[src/sv/mdl_pkg.sv]
// shared types and constants for the baby-step giant-step discrete log unit
// no dependencies
`timescale 1ns / 1ps

package mdl_pkg;

  localparam int MOD_BITS     = 16;
  localparam int TABLE_DEPTH  = 512;
  localparam int ADDR_BITS    = $clog2(TABLE_DEPTH);
  localparam int ROOT_BITS    = MOD_BITS / 2;
  localparam int M_BITS       = ROOT_BITS + 1;
  localparam int JB_BITS      = MOD_BITS + 1;
  localparam int PROD_BITS    = 2 * MOD_BITS;
  localparam int RED_PER_CYC  = 4;
  localparam int RED_CYCLES   = PROD_BITS / RED_PER_CYC;
  localparam int RED_CNT_BITS = $clog2(RED_CYCLES + 1);

  // probe operations on the hash table
  localparam logic OP_INSERT = 1'b0;
  localparam logic OP_LOOKUP = 1'b1;

  typedef struct packed {
    logic [MOD_BITS-1:0] base;
    logic [MOD_BITS-1:0] target;
    logic [MOD_BITS-1:0] modulus;
  } req_t;

  typedef struct packed {
    logic [MOD_BITS-1:0] exponent;
    logic                found;
  } rsp_t;

  typedef struct packed {
    logic                valid;
    logic [MOD_BITS-1:0] key;
  } entry_t;

endpackage

[src/sv/mdl_modmul.sv]
// modular multiplier: one product, then restoring reduction four bits a cycle
// depends on mdl_pkg
`timescale 1ns / 1ps

module mdl_modmul (
  input  logic                        clk,
  input  logic                        rst,
  input  logic                        start,
  input  logic [mdl_pkg::MOD_BITS-1:0] a,
  input  logic [mdl_pkg::MOD_BITS-1:0] b,
  input  logic [mdl_pkg::MOD_BITS-1:0] modulus,
  output logic                        done,
  output logic [mdl_pkg::MOD_BITS-1:0] result
);
  import mdl_pkg::*;

  logic [PROD_BITS-1:0]    prod;
  logic [MOD_BITS-1:0]     rem;
  logic [MOD_BITS-1:0]     rem_next;
  logic [MOD_BITS:0]       trial;
  logic [RED_CNT_BITS-1:0] cnt;
  logic                    run;

  // four shift-compare-subtract steps per cycle
  always_comb begin
    rem_next = rem;
    trial    = '0;
    for (int k = 0; k < RED_PER_CYC; k++) begin
      trial = {rem_next, prod[PROD_BITS-1-k]};
      if (trial >= {1'b0, modulus}) begin
        trial = trial - {1'b0, modulus};
      end
      rem_next = trial[MOD_BITS-1:0];
    end
  end

  always_ff @(posedge clk) begin
    if (rst) begin
      run  <= 1'b0;
      done <= 1'b0;
      cnt  <= '0;
    end else begin
      done <= 1'b0;
      if (start) begin
        prod <= a * b;
        rem  <= '0;
        cnt  <= RED_CNT_BITS'(RED_CYCLES);
        run  <= 1'b1;
      end else if (run) begin
        rem  <= rem_next;
        prod <= prod << RED_PER_CYC;
        cnt  <= cnt - 1'b1;
        if (cnt == RED_CNT_BITS'(1)) begin
          run  <= 1'b0;
          done <= 1'b1;
        end
      end
    end
  end

  assign result = rem;

endmodule

[config.mk]
export PLATFORM = sky130hd
export DESIGN_NAME = mdl_modmul
export DESIGN_NICKNAME = d
export VERILOG_FILES = /design/src/sv/mdl_pkg.sv /design/src/sv/mdl_modmul.sv
export SDC_FILE = /design/constraint.sdc
export NUM_CORES = 1
export LEC_CHECK = 0
export ABC_AREA = 0
export BUFFER_PORTS_ARGS = -buffer_cell sky130_fd_sc_hd__buf_2
export CORE_UTILIZATION = 41
export CTS_CLUSTER_SIZE = 30
export DETAILED_ROUTE_END_ITERATION = 8
export PLACE_DENSITY_LB_ADDON = 0.08
export SLEW_MARGIN = 20
export SYNTH_ARGS = -nofsm -noshare
export SYNTH_HDL_FRONTEND = slang
export SYNTH_SLANG_ARGS = --single-unit
export TNS_END_PERCENT = 50
[constraint.sdc]
create_clock -name clk -period 9.6 [get_ports clk]
set_input_delay 0 -clock clk [delete_from_list [all_inputs] [get_ports clk]]
set_output_delay 0 -clock clk [all_outputs]
set_load 0.05 [all_outputs]
==> flow_metrics.env <==
export IMPL_h_tree_depth=2
export IMPL_area_growth_pct=9.11
export IMPL_final_common_cell="inv_1"
export IMPL_wl_per_cell_um=18.8
export IMPL_crit_slowest_cell="edfxtp_1"
export IMPL_core_area_mm2=0.0339
export IMPL_vias=11395
export IMPL_crit_fanout=16
export IMPL_gr_total_overflow=0
export IMPL_crit_family="compound AO/OA/AOI/OAI gates"
export IMPL_setup_viol=0
export IMPL_finClkSkew_ns=0.00756
export IMPL_r2r_start="result[13]$_SDFFCE_PP0P_"
export IMPL_start_util=0.422
export IMPL_dieArea_mm2=0.0356
export IMPL_dominantRegCellSynth="edfxtp_1"
export IMPL_drc=0
export IMPL_totalWireLength_um=39700
export IMPL_port_buffers=67
export IMPL_max_cap_violations=0
export IMPL_ios=68
export IMPL_hpwl_um=32400
export IMPL_fillCellCount=3428
export IMPL_grt_usage=0.230
export IMPL_cp_common_cell="a21oi_2"
export IMPL_cts_root_buf="clkbuf_16"
export IMPL_syn_area_mm2=0.0143
export IMPL_arrival_ns=9.28
export IMPL_crit_buf_inv=4
export IMPL_via_per_inst=5.38
export IMPL_clkTransAtPathRegs_ns=0.08
export IMPL_synth_avg_cell_area_um2=8.92
export IMPL_worst_endpoint_required_ns=9.64
export IMPL_seq_area_mm2=0.00156
export IMPL_netlist_instances=1601
export IMPL_yosysTopAreaCell="fa_1"
export IMPL_critPathKind="register to register"
export IMPL_hold_viol_final=0
export IMPL_hold_path_class="input pin to register"
export IMPL_min_to="prod[21]$_DFFE_PP_"
export IMPL_drt_iter0_markers=515
export IMPL_gp_congestion=0.883
export IMPL_antenna_found_initial=0
export IMPL_yosys_top_cells_area="fa_1 (28%), ha_1 (15%), edfxtp_1 (10%), inv_1 (6.8%), nand2_1 (5.3%)"
export IMPL_reg2reg_slack_ns=0.36
export IMPL_grt_pass1_wl_um=64900
export IMPL_r2r_end="result[0]$_SDFFCE_PP0P_"
export IMPL_synth_async_sr_flop_share=0
export IMPL_diodes=0
export IMPL_grt_max_degree=50
export IMPL_rows=67
export IMPL_seq_area_frac_synth=0.109
export IMPL_nets=2087
export IMPL_die_w_um=189
export IMPL_cts_tree="yes"
export IMPL_dp_cells=2105
export IMPL_cts_sinks=54
export IMPL_grt_pass1_vias=11969
export IMPL_slew_headroom=0.555
export IMPL_final_cells=2117
export IMPL_synth_edf_count=48
export IMPL_hold_start="start"
export IMPL_drtPass1Iterations=4
export IMPL_final_cell_mix="inv_1 (258), nand2_1 (201), fa_1 (198), ha_1 (164), and2_1 (94)"
export IMPL_hold_depth=2
export IMPL_end_kind="register"
export IMPL_cp_start_kind="register"
export IMPL_ys_seq_elements=54
export IMPL_outcome="complete, no violations"
export IMPL_finalCriticalPeriod_ns=9.24
export IMPL_netlist_area_leader_share=0.278
export IMPL_worst_r2r_cell_count=37
export IMPL_synth_distinct_cells=75
export IMPL_cp_slowest_stage_delay_ns=0.41
export IMPL_syn_num_nets=2020
export IMPL_ant_nets=0
export IMPL_finalMaxSlewViolations=0
export IMPL_clock_fmax_ghz=0.108
export IMPL_clockBufferDepth=2
export IMPL_finalCritPeriodShare=0.962
export IMPL_clk_latency_ns=0.30
export IMPL_worst_pin_slew_ns=0.668
export IMPL_cts_made_buffers=5
export IMPL_ys_warn_count=0
export IMPL_die_height_um=189
export IMPL_drive_above_1_share=0.126
export IMPL_multiInputGateArea_mm2=0.0116
==> per-layer routing <==
layer / up-vias / share of wire / track usage
li1: 5479 / - / -
met1: 5639 / 0.47 / 0.314
met2: 228 / 0.48 / 0.398
met3: 49 / 0.029 / 0.0129
met4: 0 / 0.024 / 0.0568
met5: - / 0 / 0
==> registers in the layout (all words and copies together), names as in the netlist <==
name	cells
prod	32
result	16
cnt	4
done	1
run	1
==> synth_stat cells, drive strengths merged (6+ instances only) <==
cell     count
a31oi        6
and3        10
clkbuf      40
mux2        53
buf         13
xor2        20
o2111ai     14
o211ai       7
nor2b        8
nand4       14
inv        258
and2        94
or2          7
nor2        46
a21oi       87
a21o        34
o21a        18
o21ai       44
o21bai      10
o31ai       11
xnor2       48
or3          8
nor3        24
ha         170
fa         198
dfxtp        6
nand2      201
nand3       24
a211oi      10
edfxtp      48
==> final cells by class <==
class                      instances  area share
clock buffer                       7     0.00915
clock inverter                     1    0.000321
inverter                         259      0.0624
multi-input combinational       1235       0.747
sequential                        54       0.100
tap                              448      0.0360
timing repair buffer             113      0.0454
==> worst max-delay path by stage <==
stage	startpoint	endpoint	slack [ns]	depth (start not counted)
floorplan	result[13]$_SDFFCE_PP0P_	result[12]$_SDFFCE_PP0P_	0.24	40
global placement	result[11]$_SDFFCE_PP0P_	result[0]$_SDFFCE_PP0P_	0.34	37
detailed placement	result[11]$_SDFFCE_PP0P_	result[0]$_SDFFCE_PP0P_	0.06	38
CTS	result[9]$_SDFFCE_PP0P_	result[0]$_SDFFCE_PP0P_	0.03	37
global route	result[13]$_SDFFCE_PP0P_	result[0]$_SDFFCE_PP0P_	-0.04	37
finish	result[13]$_SDFFCE_PP0P_	result[0]$_SDFFCE_PP0P_	0.36	37
==> cell families after synthesis <==
family / synth area share
xor gates and xnor gates: 0.0417
DFF: 0.109
muxes: 0.0456
AOI/OAI and AO/OA: 0.136
and+or+nand+nor: 0.157
adders and majority gates: 0.426
buffers and inverters: 0.0840
==> through the flow <==
stage | utilization | setup TNS [ns] | hold WS [ns] | setup slack [ns] | area (µm²)
after global placement | 0.451 | 0 | 0.274 | 0.338 | 15300
after detailed placement | 0.451 | 0 | 0.276 | 0.0555 | 15300
after CTS | 0.456 | 0 | 0.240 | 0.0275 | 15400
after floorplan | - | 0 | 0.0691 | 0.241 | 14300
final | 0.460 | 0 | 0.237 | 0.361 | 15600
after global routing | 0.460 | -0.0665 | 0.263 | -0.0369 | 15600
==> repair_timing <==
item / in CTS / in global routing
endpoints found under the hold margin: 5 / 0
hold buffers: 1 / 0
endpoints found under the setup margin: 0 / 16
gates resized for setup: 0 / 30
setup buffers: 0 / 3
Power is left out: the tool's default activity adds up to more than one toggle a clock period on the data nets, which glitch-free logic cannot reach.
